### src/hdl/rdc_pkg.sv
package rdc_pkg;

   localparam int VALUE_FIELD_W = 64;
   localparam int RADIX_W       = 6;
   localparam int DIGIT_W       = 6;
   localparam int CHAR_W        = 7;
   localparam int STEP_BITS     = 8;

   localparam logic [RADIX_W-1:0] RADIX_RESET = 6'd10;
   localparam logic [RADIX_W-1:0] RADIX_MIN   = 6'd2;
   localparam logic [RADIX_W-1:0] RADIX_MAX   = 6'd36;

   localparam logic [CHAR_W-1:0]  CHAR_BASE_DEC   = 7'd48;
   localparam logic [CHAR_W-1:0]  CHAR_BASE_ALPHA = 7'd87;
   localparam logic [DIGIT_W-1:0] DEC_TOP         = 6'd9;

   typedef struct packed {
      logic               done;
      logic [DIGIT_W-1:0] remainder;
   } rdc_div_status_type;

   function automatic logic [CHAR_W-1:0] digit_to_char(input logic [DIGIT_W-1:0] d);
      logic [CHAR_W-1:0] d_ext;
      d_ext = {1'b0, d};
      if (d > DEC_TOP) begin
         return CHAR_BASE_ALPHA + d_ext;
      end
      return CHAR_BASE_DEC + d_ext;
   endfunction

endpackage

### src/hdl/radix_digit_conversion_top.sv
// Converts an unsigned value (low VALUE_WIDTH bits of req_tdata) into ASCII digits in the
// base held by the radix register (reset 10, writes saturated into 2..36). Digits leave
// most significant first, one beat each, '0'-'9' then 'a'-'z'; the final digit carries
// rsp_tlast, and zero gives the single digit '0'. A number needing more than MAX_DIGITS
// digits keeps only its MAX_DIGITS least significant ones. One shared divider finds
// each digit by restoring division, eight quotient bits a cycle; emission then reads
// the digit store one digit at a time, fetching the next only once the previous one
// has moved into the output register. req_tready is high only between items; the
// last result beat may still wait in the output register while the next item is taken.
module radix_digit_conversion_top
   import rdc_pkg::*;
#(
   parameter int VALUE_WIDTH = 64,
   parameter int MAX_DIGITS  = 64
) (
   input  logic                     clock,
   input  logic                     reset,
   // req_tdata: value
   input  logic                     req_tvalid,
   output logic                     req_tready,
   input  logic [VALUE_FIELD_W-1:0] req_tdata,
   // rsp_tdata: digit_char [6:0], zero [7]
   output logic                     rsp_tvalid,
   input  logic                     rsp_tready,
   output logic [7:0]               rsp_tdata,
   output logic                     rsp_tlast,
   input  logic                     csr_wr_en,
   input  logic [RADIX_W-1:0]       csr_wr_data
);

   localparam int DIV_WIDTH = ((VALUE_WIDTH + STEP_BITS - 1) / STEP_BITS) * STEP_BITS;
   localparam int IDX_W     = $clog2(MAX_DIGITS);
   localparam int CNT_W     = $clog2(MAX_DIGITS + 1);

   localparam logic [1:0] ST_IDLE   = 2'd0;
   localparam logic [1:0] ST_DIVIDE = 2'd1;
   localparam logic [1:0] ST_EMIT   = 2'd2;

   logic [1:0]         state_ff, state_in;
   logic [RADIX_W-1:0] radix_ff, radix_in;
   logic [CNT_W-1:0]   count_ff, count_in;
   logic [CNT_W-1:0]   left_ff, left_in;
   logic               fetch_ff, fetch_in;
   logic               fetch_last_ff, fetch_last_in;
   logic               out_valid_ff, out_valid_in;
   logic [CHAR_W-1:0]  out_char_ff, out_char_in;
   logic               out_last_ff, out_last_in;
   logic [DIGIT_W-1:0] rd_data_ff;

   logic [DIGIT_W-1:0] store_mem [MAX_DIGITS];

   logic                 req_accept;
   logic [DIV_WIDTH-1:0] in_value;
   logic                 in_zero;
   logic                 div_load;
   logic [DIV_WIDTH-1:0] div_dividend;
   logic [DIV_WIDTH-1:0] div_quotient;
   rdc_div_status_type   div_status;
   logic                 div_finish;
   logic [CNT_W-1:0]     count_next;
   logic [CNT_W-1:0]     left_dec;
   logic                 wr_en;
   logic [IDX_W-1:0]     wr_idx;
   logic [DIGIT_W-1:0]   wr_data;
   logic                 rd_go;
   logic [IDX_W-1:0]     rd_idx;
   logic                 out_free;
   logic                 out_load;

   // saturate radix writes into the legal range
   always_comb begin
      radix_in = radix_ff;
      if (csr_wr_en) begin
         if (csr_wr_data < RADIX_MIN) begin
            radix_in = RADIX_MIN;
         end else if (csr_wr_data > RADIX_MAX) begin
            radix_in = RADIX_MAX;
         end else begin
            radix_in = csr_wr_data;
         end
      end
   end

   assign req_tready = (state_ff == ST_IDLE);
   assign req_accept = req_tvalid && req_tready;
   assign in_value   = DIV_WIDTH'(req_tdata[VALUE_WIDTH-1:0]);
   assign in_zero    = (in_value == '0);

   assign count_next = count_ff + CNT_W'(1);
   assign div_finish = (div_quotient == '0) || (count_next == CNT_W'(MAX_DIGITS));
   assign div_load   = (req_accept && !in_zero) ||
                       ((state_ff == ST_DIVIDE) && div_status.done && !div_finish);
   assign div_dividend = (state_ff == ST_IDLE) ? in_value : div_quotient;

   rdc_divider #(
      .DIV_WIDTH (DIV_WIDTH)
   ) u_divider (
      .clock    (clock),
      .reset    (reset),
      .load     (div_load),
      .dividend (div_dividend),
      .radix    (radix_ff),
      .quotient (div_quotient),
      .status   (div_status)
   );

   // store digits least significant first; a zero value writes a single '0' digit
   assign wr_en   = (req_accept && in_zero) || ((state_ff == ST_DIVIDE) && div_status.done);
   assign wr_idx  = (state_ff == ST_IDLE) ? '0 : count_ff[IDX_W-1:0];
   assign wr_data = (state_ff == ST_IDLE) ? '0 : div_status.remainder;

   // walk the store downwards; one read in flight, held until the output slot frees
   assign left_dec = left_ff - CNT_W'(1);
   assign rd_idx   = left_dec[IDX_W-1:0];
   assign rd_go    = (state_ff == ST_EMIT) && (left_ff != '0) && !fetch_ff;
   assign out_free = !out_valid_ff || rsp_tready;
   assign out_load = fetch_ff && out_free;

   always_comb begin
      state_in      = state_ff;
      count_in      = count_ff;
      left_in       = left_ff;
      fetch_in      = fetch_ff;
      fetch_last_in = fetch_last_ff;
      case (state_ff)
         ST_IDLE: begin
            if (req_accept) begin
               if (in_zero) begin
                  left_in  = CNT_W'(1);
                  state_in = ST_EMIT;
               end else begin
                  count_in = '0;
                  state_in = ST_DIVIDE;
               end
            end
         end
         ST_DIVIDE: begin
            if (div_status.done) begin
               count_in = count_next;
               if (div_finish) begin
                  left_in  = count_next;
                  state_in = ST_EMIT;
               end
            end
         end
         ST_EMIT: begin
            if (rd_go) begin
               left_in       = left_dec;
               fetch_in      = 1'b1;
               fetch_last_in = (left_dec == '0);
            end
            if (out_load) begin
               fetch_in = 1'b0;
            end
            if ((left_ff == '0) && !fetch_ff) begin
               state_in = ST_IDLE;
            end
         end
         default: begin
            state_in = ST_IDLE;
         end
      endcase
   end

   // output register: hold until taken, refill from the fetched digit
   always_comb begin
      out_valid_in = out_valid_ff;
      out_char_in  = out_char_ff;
      out_last_in  = out_last_ff;
      if (out_load) begin
         out_valid_in = 1'b1;
         out_char_in  = digit_to_char(rd_data_ff);
         out_last_in  = fetch_last_ff;
      end else if (rsp_tready) begin
         out_valid_in = 1'b0;
      end
   end

   always_ff @(posedge clock) begin
      if (reset) begin
         state_ff      <= ST_IDLE;
         radix_ff      <= RADIX_RESET;
         count_ff      <= '0;
         left_ff       <= '0;
         fetch_ff      <= 1'b0;
         fetch_last_ff <= 1'b0;
         out_valid_ff  <= 1'b0;
      end else begin
         state_ff      <= state_in;
         radix_ff      <= radix_in;
         count_ff      <= count_in;
         left_ff       <= left_in;
         fetch_ff      <= fetch_in;
         fetch_last_ff <= fetch_last_in;
         out_valid_ff  <= out_valid_in;
      end
      out_char_ff <= out_char_in;
      out_last_ff <= out_last_in;
   end

   always_ff @(posedge clock) begin
      if (wr_en) begin
         store_mem[wr_idx] <= wr_data;
      end
   end

   always_ff @(posedge clock) begin
      if (rd_go) begin
         rd_data_ff <= store_mem[rd_idx];
      end
   end

   assign rsp_tvalid = out_valid_ff;
   assign rsp_tdata  = {1'b0, out_char_ff};
   assign rsp_tlast  = out_last_ff;

   a_radix_range: assert property (@(posedge clock) disable iff (reset)
      (radix_ff >= RADIX_MIN) && (radix_ff <= RADIX_MAX))
      else $error("radix register left the legal range");

   a_done_in_divide: assert property (@(posedge clock) disable iff (reset)
      div_status.done |-> (state_ff == ST_DIVIDE))
      else $error("divider finished outside the divide phase");

   a_fetch_in_emit: assert property (@(posedge clock) disable iff (reset)
      fetch_ff |-> (state_ff == ST_EMIT))
      else $error("digit fetch pending outside emission");

   a_left_bound: assert property (@(posedge clock) disable iff (reset)
      (state_ff == ST_EMIT) |-> (left_ff <= CNT_W'(MAX_DIGITS)))
      else $error("digit count beyond store depth");

   a_last_ends_item: assert property (@(posedge clock) disable iff (reset)
      out_load && fetch_last_ff |=> (left_ff == '0))
      else $error("last digit sent with digits still in the store");

endmodule

### src/hdl/rdc_divider.sv
module rdc_divider
   import rdc_pkg::*;
#(
   parameter int DIV_WIDTH = 64
) (
   input  logic                 clock,
   input  logic                 reset,
   input  logic                 load,
   input  logic [DIV_WIDTH-1:0] dividend,
   input  logic [RADIX_W-1:0]   radix,
   output logic [DIV_WIDTH-1:0] quotient,
   output rdc_div_status_type   status
);

   localparam int PASSES = DIV_WIDTH / STEP_BITS;
   localparam int PASS_W = $clog2(PASSES) + 1;

   logic [DIV_WIDTH-1:0] dq_ff, dq_in;
   logic [DIGIT_W-1:0]   rem_ff, rem_in;
   logic [RADIX_W-1:0]   radix_ff, radix_in;
   logic [PASS_W-1:0]    pass_ff, pass_in;
   logic                 busy_ff, busy_in;
   logic                 done_ff, done_in;

   logic [STEP_BITS-1:0] top_bits;
   logic [STEP_BITS-1:0] q_bits;
   logic [DIGIT_W-1:0]   rem_step;
   logic [DIGIT_W:0]     trial;
   logic [DIV_WIDTH+STEP_BITS-1:0] dq_shift;

   // eight restoring steps per cycle on the narrow partial remainder
   always_comb begin
      top_bits = dq_ff[DIV_WIDTH-1 -: STEP_BITS];
      rem_step = rem_ff;
      q_bits   = '0;
      trial    = '0;
      for (int i = STEP_BITS - 1; i >= 0; i--) begin
         trial = {rem_step, top_bits[i]};
         if (trial >= {1'b0, radix_ff}) begin
            trial     = trial - {1'b0, radix_ff};
            q_bits[i] = 1'b1;
         end
         rem_step = trial[DIGIT_W-1:0];
      end
      dq_shift = {dq_ff, q_bits};
   end

   always_comb begin
      dq_in    = dq_ff;
      rem_in   = rem_ff;
      radix_in = radix_ff;
      pass_in  = pass_ff;
      busy_in  = busy_ff;
      done_in  = 1'b0;
      if (load) begin
         dq_in    = dividend;
         rem_in   = '0;
         radix_in = radix;
         pass_in  = PASS_W'(PASSES);
         busy_in  = 1'b1;
      end else if (busy_ff) begin
         dq_in   = dq_shift[DIV_WIDTH-1:0];
         rem_in  = rem_step;
         pass_in = pass_ff - PASS_W'(1);
         if (pass_ff == PASS_W'(1)) begin
            busy_in = 1'b0;
            done_in = 1'b1;
         end
      end
   end

   always_ff @(posedge clock) begin
      if (reset) begin
         busy_ff <= 1'b0;
         done_ff <= 1'b0;
         pass_ff <= '0;
      end else begin
         busy_ff <= busy_in;
         done_ff <= done_in;
         pass_ff <= pass_in;
      end
      dq_ff    <= dq_in;
      rem_ff   <= rem_in;
      radix_ff <= radix_in;
   end

   assign quotient         = dq_ff;
   assign status.done      = done_ff;
   assign status.remainder = rem_ff;

endmodule

### config.mk
export PLATFORM = sky130hd
export DESIGN_NAME = radix_digit_conversion_top
export DESIGN_NICKNAME = d
export VERILOG_FILES = /design/src/hdl/rdc_pkg.sv /design/src/hdl/radix_digit_conversion_top.sv /design/src/hdl/rdc_divider.sv
export SDC_FILE = /design/constraint.sdc
export NUM_CORES = 1
export LEC_CHECK = 0
export BUFFER_PORTS_ARGS = -buffer_cell sky130_fd_sc_hd__buf_4
export CORE_MARGIN = 8
export CORE_UTILIZATION = 30
export DETAILED_ROUTE_END_ITERATION = 7
export PLACE_DENSITY_LB_ADDON = 0.3
export SYNTH_ARGS = -nofsm -noshare
export SYNTH_HDL_FRONTEND = slang
export SYNTH_SLANG_ARGS = --single-unit
### constraint.sdc
create_clock -name clock -period 16.76 [get_ports clock]
set_clock_uncertainty 0.1 [all_clocks]
set_input_delay 3.352 -clock clock [delete_from_list [all_inputs] [get_ports clock]]
set_output_delay 3.352 -clock clock [all_outputs]
set_load 0.02 [all_outputs]
After elaboration in Yosys (flattened, before gate mapping)
Memories as Yosys holds them, arrays and structs flattened. A register that Yosys moved wholly into a read port is not among the register bits. Index checks and enable logic that the tools add are counted.

Register bits: 115. Bits in writable memories: 384. Bits of input ports: 75. Output and inout bits: 11. Logic and storage cells: 145. Memories: 1.

Memories: store_mem (words 64, bits a word 6, read ports 1, clocked after Yosys merged registers in 1, wr ports 1, line radix_digit_conversion_top.sv:50) `logic [DIGIT_W-1:0] store_mem [MAX_DIGITS];`.

Add/subtract/negate cells: 13. Order comparisons: 11. Eq/ne operators: 12. Mux-type cells: 55. Bitwise gates (word level): 1. Reduce and logical (&&, ||, !) cells: 36.

Operators by type and width (count): two-way mux 64 bit (3); logical NOT 64 bit (2); two-way mux 6 bit (12); two-way mux 7 bit (10); >= comparator 7 x 6 -> 1 bit (8); subtractor 6 bit (8); one-hot mux 7 bit (3 select lines) (1); two-way mux 1 bit (20); logical NOT 7 bit (2); one-hot mux 7 bit (2 select lines) (1); two-way mux 2 bit (5); logical AND 1 bit (9); two-way mux 4 bit (2); != test 2 x 1 -> 1 bit (second input constant) (4); != test 2 bit (second input constant) (4); AND reduction 4 bit (2); nonzero test 2 bit (4); adder 6 x 6 -> 7 bit (first input constant) (1); adder 7 x 1 -> 7 bit (second input constant) (1); adder 7 x 6 -> 7 bit (first input constant) (1); == test 7 bit (second input constant) (1); nonzero test 7 bit (1); subtractor 7 x 1 -> 7 bit (second input constant) (1); > comparator 6 x 4 -> 1 bit (second input constant) (1); 16 further kinds (24).

Longest topological paths before layout
Gate-level depths: netlist (run 1).

Word-level depth: 18. Mapped depth: 79. Depth with buffers taken out: 74.

Hierarchy
A second synthesis (run 1) with hierarchy kept.

Cells, all modules: 1686. Area total of the unflattened synthesis: 24527.3 um^2.

Modules (own cells, without submodules): radix_digit_conversion_top (times used 1, cells each 1146, area an instance 18421.4 um^2, sequential area each 12451.9 um^2); rdc_divider (times used 1, cells each 540, area an instance 6105.9 um^2, sequential area each 2342.2 um^2).

Worst setup path after synthesis (run 1)
No wires, ideal clock.

Path kind: register to register. Start point: register u_divider.radix_ff[1]. End point: register u_divider.rem_ff[1]. Library setup time: 0.146 ns. Arrival: 15.783 ns. Data required time: 16.514 ns. Slack: 0.731 ns. Cell stages (with the launch flop): 75. Buffers on the path: 5. Clock period less this slack: 16.029 ns. Path through: edfxtp_1 -> inv_1 -> ha_1 -> a31oi_2 -> o21ai_0 -> mux2_2 -> ha_1 -> o21a_1 -> a21oi_1 -> o21ai_0 -> or2_0 -> buf_6 -> buf_4 -> mux2_2 -> ha_1 -> o21ai_0 -> a21oi_1 -> o22ai_1 -> (+39 left out) -> nand2b_1 -> a21o_1 -> a21o_1 -> nand2_1 -> o211ai_2 -> a31o_2 -> mux2i_1 -> ha_1 -> a21o_1 -> a21o_1 -> a21o_1 -> a21oi_1 -> o21ai_0 -> a21oi_1 -> inv_1 -> a211oi_4 -> mux2i_1 -> a211oi_1.

Longest elaborated chain between the ends: 16. Elaborated cells on any way between the ends: 24. Those cells by class: add/sub (8); order compare (8); mux (8).

Ends and longest elaborated chain: start: declaration (line rdc_divider.sv:20) `logic [RADIX_W-1:0] radix_ff, radix_in;`; start signal: assignment (line rdc_divider.sv:84) `radix_ff <= radix_in;`; subtractor 6 bit or >= comparator 7 x 6 -> 1 bit (tied branches) (line rdc_divider.sv:40, rdc_divider.sv:39); two-way mux 6 bit (line rdc_divider.sv:39) `if (trial >= {1'b0, radix_ff}) begin`; subtractor 6 bit or >= comparator 7 x 6 -> 1 bit (tied branches) (line rdc_divider.sv:40, rdc_divider.sv:39); two-way mux 6 bit (line rdc_divider.sv:39); subtractor 6 bit or >= comparator 7 x 6 -> 1 bit (tied branches) (line rdc_divider.sv:40, rdc_divider.sv:39); two-way mux 6 bit (line rdc_divider.sv:39); subtractor 6 bit or >= comparator 7 x 6 -> 1 bit (tied branches) (line rdc_divider.sv:40, rdc_divider.sv:39); two-way mux 6 bit (line rdc_divider.sv:39); subtractor 6 bit or >= comparator 7 x 6 -> 1 bit (tied branches) (line rdc_divider.sv:40, rdc_divider.sv:39); two-way mux 6 bit (line rdc_divider.sv:39); >= comparator 7 x 6 -> 1 bit or subtractor 6 bit (tied branches) (line rdc_divider.sv:39, rdc_divider.sv:40); two-way mux 6 bit (line rdc_divider.sv:39); >= comparator 7 x 6 -> 1 bit or subtractor 6 bit (tied branches) (line rdc_divider.sv:39, rdc_divider.sv:40); two-way mux 6 bit (line rdc_divider.sv:39); subtractor 6 bit or >= comparator 7 x 6 -> 1 bit (tied branches) (line rdc_divider.sv:40, rdc_divider.sv:39); two-way mux 6 bit * (line rdc_divider.sv:39); end signal: assignment (line rdc_divider.sv:83) `rem_ff <= rem_in;`; end: declaration (line rdc_divider.sv:19) `logic [DIGIT_W-1:0] rem_ff, rem_in;`.

Every way passes the cells marked *; elsewhere a longest branch is shown, timed or not. A chain may end at the register's enable or synchronous reset.

Final worst setup path (run 1)
Start point: register u_divider.radix_ff[2]. End point: register u_divider.rem_ff[3].

Longest elaborated chain between the ends: 16. Elaborated cells on any way between the ends: 24. Those cells by class: add/sub (8); order compare (8); mux (8).

Ends and longest elaborated chain (line): subtractor 6 bit or >= comparator 7 x 6 -> 1 bit (tied branches) (rdc_divider.sv:40, rdc_divider.sv:39); two-way mux 6 bit (rdc_divider.sv:39); subtractor 6 bit or >= comparator 7 x 6 -> 1 bit (tied branches) (rdc_divider.sv:40, rdc_divider.sv:39); two-way mux 6 bit (rdc_divider.sv:39); subtractor 6 bit or >= comparator 7 x 6 -> 1 bit (tied branches) (rdc_divider.sv:40, rdc_divider.sv:39); two-way mux 6 bit (rdc_divider.sv:39); subtractor 6 bit or >= comparator 7 x 6 -> 1 bit (tied branches) (rdc_divider.sv:40, rdc_divider.sv:39); two-way mux 6 bit (rdc_divider.sv:39); >= comparator 7 x 6 -> 1 bit or subtractor 6 bit (tied branches) (rdc_divider.sv:39, rdc_divider.sv:40); two-way mux 6 bit (rdc_divider.sv:39); subtractor 6 bit or >= comparator 7 x 6 -> 1 bit (tied branches) (rdc_divider.sv:40, rdc_divider.sv:39); two-way mux 6 bit (rdc_divider.sv:39); subtractor 6 bit or >= comparator 7 x 6 -> 1 bit (tied branches) (rdc_divider.sv:40, rdc_divider.sv:39); two-way mux 6 bit (rdc_divider.sv:39); subtractor 6 bit or >= comparator 7 x 6 -> 1 bit (tied branches) (rdc_divider.sv:40, rdc_divider.sv:39); two-way mux 6 bit * (rdc_divider.sv:39).

Marked as above.

==> run metrics, run 1 <==
status=finished, final reports clean; Main synth FF type=edfxtp_1; die area=roughly 0.088 mm²; clock tree from TritonCTS=built; startpoint class of the critical path=flip-flop; clock latency on the worst-skew pair=0.62 ns; Final Hold Fails=0; Yosys warning total=0; top cells by area in the synthesized netlist=edfxtp_1 (59%), mux4_2 (9.1%), mux2_2 (3.5%), ha_1 (3.4%), dfxtp_1 (3.1%); required arrival time at the worst endpoint=approximately 17 ns; endpoint of the most critical setup path=u_divider.rem_ff[3]; Initial Util=a little under a third; cell row count=103; pin count of the biggest net entering global routing=76; cell taking the most area after synthesis=edfxtp_1; final count of pins violating max slew=0; crit path max fanout=13; Met3 Routed Length=around 2700 µm; Area growth syn-to-layout=16.77%; H-tree depth=2; total clock buffers created by CTS=between 50 and 60; # DRC=0; count of fill cells added during filler insertion=between 7000 and 8000; total routed wire length on the met1 layer=25630 µm; most frequent cells after synthesis=edfxtp_1 (468), nor2_1 (111), mux4_2 (96); delay of the slowest critical-path stage=0.48 ns; critical path startpoint=u_divider.radix_ff[2]; transition time at the pin with the least slew margin=approximately 0.97 ns; initial antenna violation count=1; number of placed cells counting well taps=roughly 2700; Detail Route met2 WL=roughly 27000 µm; buffers added on ports=84; critical register-to-register path endpoint=u_divider.rem_ff[3]; last weighted congestion value of the routability-driven placer=0.8508; post-route setup TNS=0 ns; #FFs+latches synth=between 500 and 600; Congestion Overflow GR=0; Iteration-0 DRC Markers=900; wire length of the first global-routing pass=between 80000 and 90000 µm; cell count of the worst reg-to-reg path=slightly below 80; proportion of synthesized flip-flops having asynchronous set or reset=0%; antenna-violating nets left=0; final antenna diode count=0; Global Route Usage Sum=12.50%; r2r setup slk=0.99 ns; number of search-and-repair iterations in the first detailed-routing pass=7; Final nets=roughly 1800; # clock sinks=~510; total setup violations reported at the end of the flow=0; synth unique cells=76; per-cell routed wire length=between 20 and 25 µm; critical path's slowest cell=or4b_1; DR vias=between 10000 and 15000; max-cap check violation count=0; final worst-path cycle share=between 90% and 100%; root buffer cell=clkbuf_16; worst reg2reg startpoint=u_divider.radix_ff[2]; core area=0.07861 mm²; most numerous cell in the Yosys netlist=edfxtp_1; number of global-route vias before repair=between 10000 and 15000; num ports=86; Critical Path Sink Type=flip-flop; synthesized cell area=between 0.02 and 0.025 mm²; number of vias per cell=about 5; maximum achievable frequency=approximately 0.063 GHz; buffer depth of the longest clock path=3; register clock-pin slew on the reported worst setup and hold paths=0.07 ns; dpl hpwl=roughly 38000 µm; endpoint arrival time on the critical path=16.12 ns; number of enable-type register cells in the synthesized netlist=468; detailed-route wire length=approximately 57000 µm; max-slew headroom at the worst pin=a little over a third; sequential fraction of the synthesis area=between 60 and 70%; post-route non-filler standard cell count=approximately 2800; most used cell, CP=ha_1; worst setup path category=flip-flop to flip-flop; die outline width=297.1 µm; gate count of the mapped netlist=between 1500 and 2000; Post-Syn Nets=around 1700; crit path time final=15.77 ns; share of post-route cells with drive strength above 1=between 20% and 30%; highest metal layer with signal wires=met5; Syn Area/Cell=~15 µm²; cts-stage hold buffer count=0; top cell type's share of synthesized area=59.30%; height of the die=~300 µm; Tightest Hold Check Type=flip-flop to flip-flop
state kept, by name, summed over array words and instances (netlist names):
register and flops:
u_divider.quotient 64, u_divider.radix_ff 6, radix_ff 6, fetch_ff 1
out_char_ff 7, rsp_tvalid 1, u_divider.busy_ff 1, u_divider.pass_ff 4
rd_data_ff 6, rsp_tlast 1, state_ff 2, u_divider.done_ff 1
count_ff 7, fetch_last_ff 1, u_divider.rem_ff 6, left_ff 7
store_mem 384
stage by stage:
step           hold slack [ns]  setup WS, ns  util (%)  instance area [µm²]
6_report                0.3379        0.9943     35.20                27670
3_3_place_gp            0.3234        0.4575     32.75                25750
2_1_floorplan           0.3076        0.7313         -                23700
5_1_grt                 0.3570      -0.03864     35.20                27670
3_5_place_dp            0.3219      -0.08049     32.75                25750
4_1_cts                 0.3409       0.02889     35.02                27530
metal layers:
metal | GRT usage, % | vias up
li1 | - | 6452
met1 | 16.89 | 7133
met2 | 20.41 | 359
met3 | 2.073 | 93
met4 | 4.073 | 2
met5 | 0 | -
final cells by class:
type	instances	area (µm²)	share of cell area, %
Clock buffer	62	1360	4.915
Clock inverter	36	417.9	1.510
Inverter	55	206.4	0.7460
Multi-Input combinational cell	954	8567	30.96
Sequential cell	505	14800	53.47
Tap cell	1050	1314	4.747
Timing Repair Buffer	133	1011	3.653
worst max-delay path, delay by kind of cell, from the launching register on:
family / cells / cell delay [ns]
simple gates: 14 / 2.26
fa+ha+maj: 8 / 2.30
compound gates: 37 / 6.89
flops: 1 / 0.37
buf+inv: 9 / 1.20
mux: 9 / 2.49
cells in the final DEF (no fill, tap or decap), drive strengths merged, types with 8 or more instances in the layout:
cell type / n
clkinv: 24
buf: 133
xnor2: 23
nor2: 111
clkbuf: 62
fa: 8
a21oi: 83
nand2b: 16
nor3: 17
nor4: 36
nand2: 60
nand4: 12
o21a: 9
mux2i: 46
nand3: 30
edfxtp: 468
xor2: 19
a21o: 14
ha: 64
mux2: 75
dfxtp: 37
inv: 56
o21ai: 40
a211oi: 53
nor2b: 45
mux4: 96
how the worst min path moves through the flow:
stage                        from               endpoint  slack [ns]  depth (start not counted)
floorplan           fetch_last_ff              rsp_tlast        0.31                          0
global placement      radix_ff[5]  u_divider.radix_ff[5]        0.32                          0
detailed placement    radix_ff[5]  u_divider.radix_ff[5]        0.32                          0
CTS                   radix_ff[5]  u_divider.radix_ff[5]        0.34                          0
global route          radix_ff[5]  u_divider.radix_ff[5]        0.36                          0
finish                radix_ff[5]  u_divider.radix_ff[5]        0.34                          0
cell families (layout without fill, tap and decap cells):
logic type | count (synthesis) | after routing | synth area share, %
XOR/XNOR | 42 | 42 | 1.552
flip-flops | 505 | 505 | 62.43
AO/OA/AOI/OAI | 250 | 250 | 7.238
AND/OR/NAND/NOR | 372 | 372 | 7.988
adder cells (fa/ha/maj) | 72 | 72 | 4.055
other | 1 | 1 | 0.01582
buffers and inverters | 125 | 286 | 2.080
multiplexers | 217 | 217 | 14.65
what timing repair did:
item / 4_1_cts / 5_1_grt
resized for setup: 1 / 14
setup buffers: 0 / 12
endpoints found under the hold margin: 0 / 0
setup endpoints to repair: 4 / 7
pin swaps: 0 / 9
Power of run 1 is left out: the tool's default activity adds up to more than one toggle a clock period on the data nets, which glitch-free logic cannot reach.
==> inputs of run 2 (changes only) <==
--- a/config.mk
+++ b/config.mk
@@ -5,7 +5,7 @@
 export SDC_FILE = /design/constraint.sdc
 export NUM_CORES = 1
 export LEC_CHECK = 0
-export BUFFER_PORTS_ARGS = -buffer_cell sky130_fd_sc_hd__buf_4
+export BUFFER_PORTS_ARGS = -buffer_cell sky130_fd_sc_hd__buf_2
 export CORE_MARGIN = 8
 export CORE_UTILIZATION = 30
 export DETAILED_ROUTE_END_ITERATION = 7
==> constraint.sdc (replaced) <==
create_clock -name clock -period 13.3 [get_ports clock]
set_clock_uncertainty 0.1 [all_clocks]
set_input_delay 2.66 -clock clock [delete_from_list [all_inputs] [get_ports clock]]
set_output_delay 2.66 -clock clock [all_outputs]
set_load 0.02 [all_outputs]
==> run metrics, run 2 (same netlist as run 1, synthesis figures left out) <==
final worst-path cycle share=105.8% (+12 points); # clock sinks=505 (unchanged); num ports=86 (unchanged); buffer and inverter count on the worst path=8 (-1); largest delay contributor family on the critical path=compound AO/OA/AOI/OAI gates; wire length of the first global-routing pass=92540 µm (+6.1%); share of post-route cells with drive strength above 1=34.66% (+11 points); cell row count=103 (unchanged); die outline width=297.1 µm (unchanged); GR peak layer=met2; total clock buffers created by CTS=53 (unchanged); worst setup path category=flip-flop to flip-flop; final count of pins violating max slew=0 (unchanged); initial antenna violation count=2 (+1); Tightest Hold Check Type=flip-flop to flip-flop; pin count of the biggest net entering global routing=76 (unchanged); number of vias per cell=4.974 (-0.97%); Final nets=2038 (+10%); violated checks=setup timing; Iteration-0 DRC Markers=915 (+1.7%); required arrival time at the worst endpoint=13.64 ns (-3.47 ns); number of flip-flops under the largest register name=384 (unchanged); H-tree depth=2 (unchanged); per-cell routed wire length=20.48 µm (about the same); delay of the slowest critical-path stage=0.48 ns (about the same); max-cap check violation count=0 (unchanged); height of the die=297.1 µm (unchanged); # DRC=0 (unchanged); dpl hpwl=39890 µm (+5.4%); Final Hold Fails=0 (unchanged); Critical Path Sink Type=flip-flop; cell count of the worst reg-to-reg path=74 (-3.9%); worst reg2reg startpoint=u_divider.radix_ff[4]; crit path max fanout=5 (-8); maximum achievable frequency=0.07104 GHz (+12%); setup repair after global routing missed its margin=true; r2r setup slk=-0.78 ns (-1.77 ns); final antenna diode count=0 (unchanged); total setup violations reported at the end of the flow=7 (+7); transition time at the pin with the least slew margin=1.139 ns (+0.1684 ns); core area=0.07861 mm² (unchanged); global-route track usage on met2=21.43% (+1.0 points); status=finished, violations left; commonest non-fill, non-tap cell in the layout=edfxtp_1; number of global-route vias before repair=15250 (+7.2%); DR vias=14840 (+5.7%); register clock-pin slew on the reported worst setup and hold paths=0.06 ns (about the same); startpoint class of the critical path=flip-flop; Worst Hold Slack=0.3330 ns (-0.004945 ns); endpoint of the most critical setup path=u_divider.rem_ff[4]; Global Route Usage Sum=13.31% (+0.81 points); Congestion Overflow GR=0 (unchanged); buffers added on ports=84 (unchanged); critical register-to-register path endpoint=u_divider.rem_ff[4]; clock tree from TritonCTS=built; number of cells on the critical path=74 (-3.9%); register name with the most flops=store_mem; clock latency on the worst-skew pair=0.60 ns (-0.02 ns); Area growth syn-to-layout=23.77%; last weighted congestion value of the routability-driven placer=0.8495 (-0.15%); die area=0.08825 mm² (unchanged); worst-case setup margin in the final layout=-0.7776 ns (-1.772 ns); critical path's slowest cell=or4b_4; met1 track demand over resource in global routing=18.15% (+1.3 points); Initial Util=30.15% (unchanged); detailed-route wire length=61100 µm (+6.7%); max-slew headroom at the worst pin=23.79% (-11 points); crit path time final=14.08 ns (-1.688 ns); buffer depth of the longest clock path=3 (unchanged); most used cell, CP=ha_4; endpoint arrival time on the critical path=14.41 ns (-1.71 ns); critical path startpoint=u_divider.radix_ff[4]; number of search-and-repair iterations in the first detailed-routing pass=5 (-2); root buffer cell=clkbuf_16; antenna-violating nets left=0 (unchanged); most used cells in the layout excluding fill and tap cells=edfxtp_1 (468), buf_4 (229), nor2_1 (106); cts-stage hold buffer count=0 (unchanged); met3 global-route usage=2.415% (+0.34 points)
==> run 2: final cells by class <==
cell class / count / area, µm²
Clock buffer: 63 / 1364
Clock inverter: 34 / 337.8
Fill cell: 7399 / 49280
Inverter: 55 / 216.5
Multi-Input combinational cell: 954 / 9050
Sequential cell: 505 / 14800
Tap cell: 1050 / 1314
Timing Repair Buffer: 322 / 2253
==> run 2: worst min path at each step <==
stage / from / endpoint / depth (start not counted)
4_1_cts: fetch_last_ff / rsp_tlast / 0
2_1_floorplan: fetch_last_ff / rsp_tlast / 0
3_3_place_gp: fetch_last_ff / rsp_tlast / 0
5_1_grt: fetch_last_ff / rsp_tlast / 0
6_report: fetch_last_ff / rsp_tlast / 0
3_5_place_dp: fetch_last_ff / rsp_tlast / 0
==> run 2: through the flow <==
stage | TNS, ns | utilization [%] | cells | cell area, µm² | setup WS, ns
finish | -5.182 | 37.31 | 2983 | 29330 | -0.7776
global route | -9.800 | 37.31 | 2983 | 29330 | -1.441
CTS | -3.283 | 36.92 | 2963 | 29020 | -0.5431
detailed placement | -6.623 | 34.19 | 2826 | 26880 | -1.026
global placement | -4.679 | 34.19 | 2826 | 26880 | -0.7163
floorplan | -9.268 | - | 1584 | 23990 | -1.387
==> run 2: timing repair <==
action                                 CTS  global route
endpoints found under the hold margin    0             0
pin swaps                               35            57
setup endpoints to repair                7             7
setup buffers                           42            20
resized for setup                       33            37
==> run 2: routing by layer <==
layer	vias to the layer above	wire length [µm]
met4	4	1938
met3	118	3111
met2	370	28690
li1	6835	-
met5	-	27
met1	7511	27320
==> run 2: worst reg2reg max path, delay by kind of cell (launching register included) <==
kind / cells / cell delay [ns]
adder cells (fa/ha/maj): 8 / 1.74
flip-flops: 1 / 0.41
AO/OA/AOI/OAI: 37 / 6.43
buffers and inverters: 8 / 0.83
multiplexers: 10 / 2.58
AND/OR/NAND/NOR: 11 / 1.85
Power of run 2 is left out for the same reason.
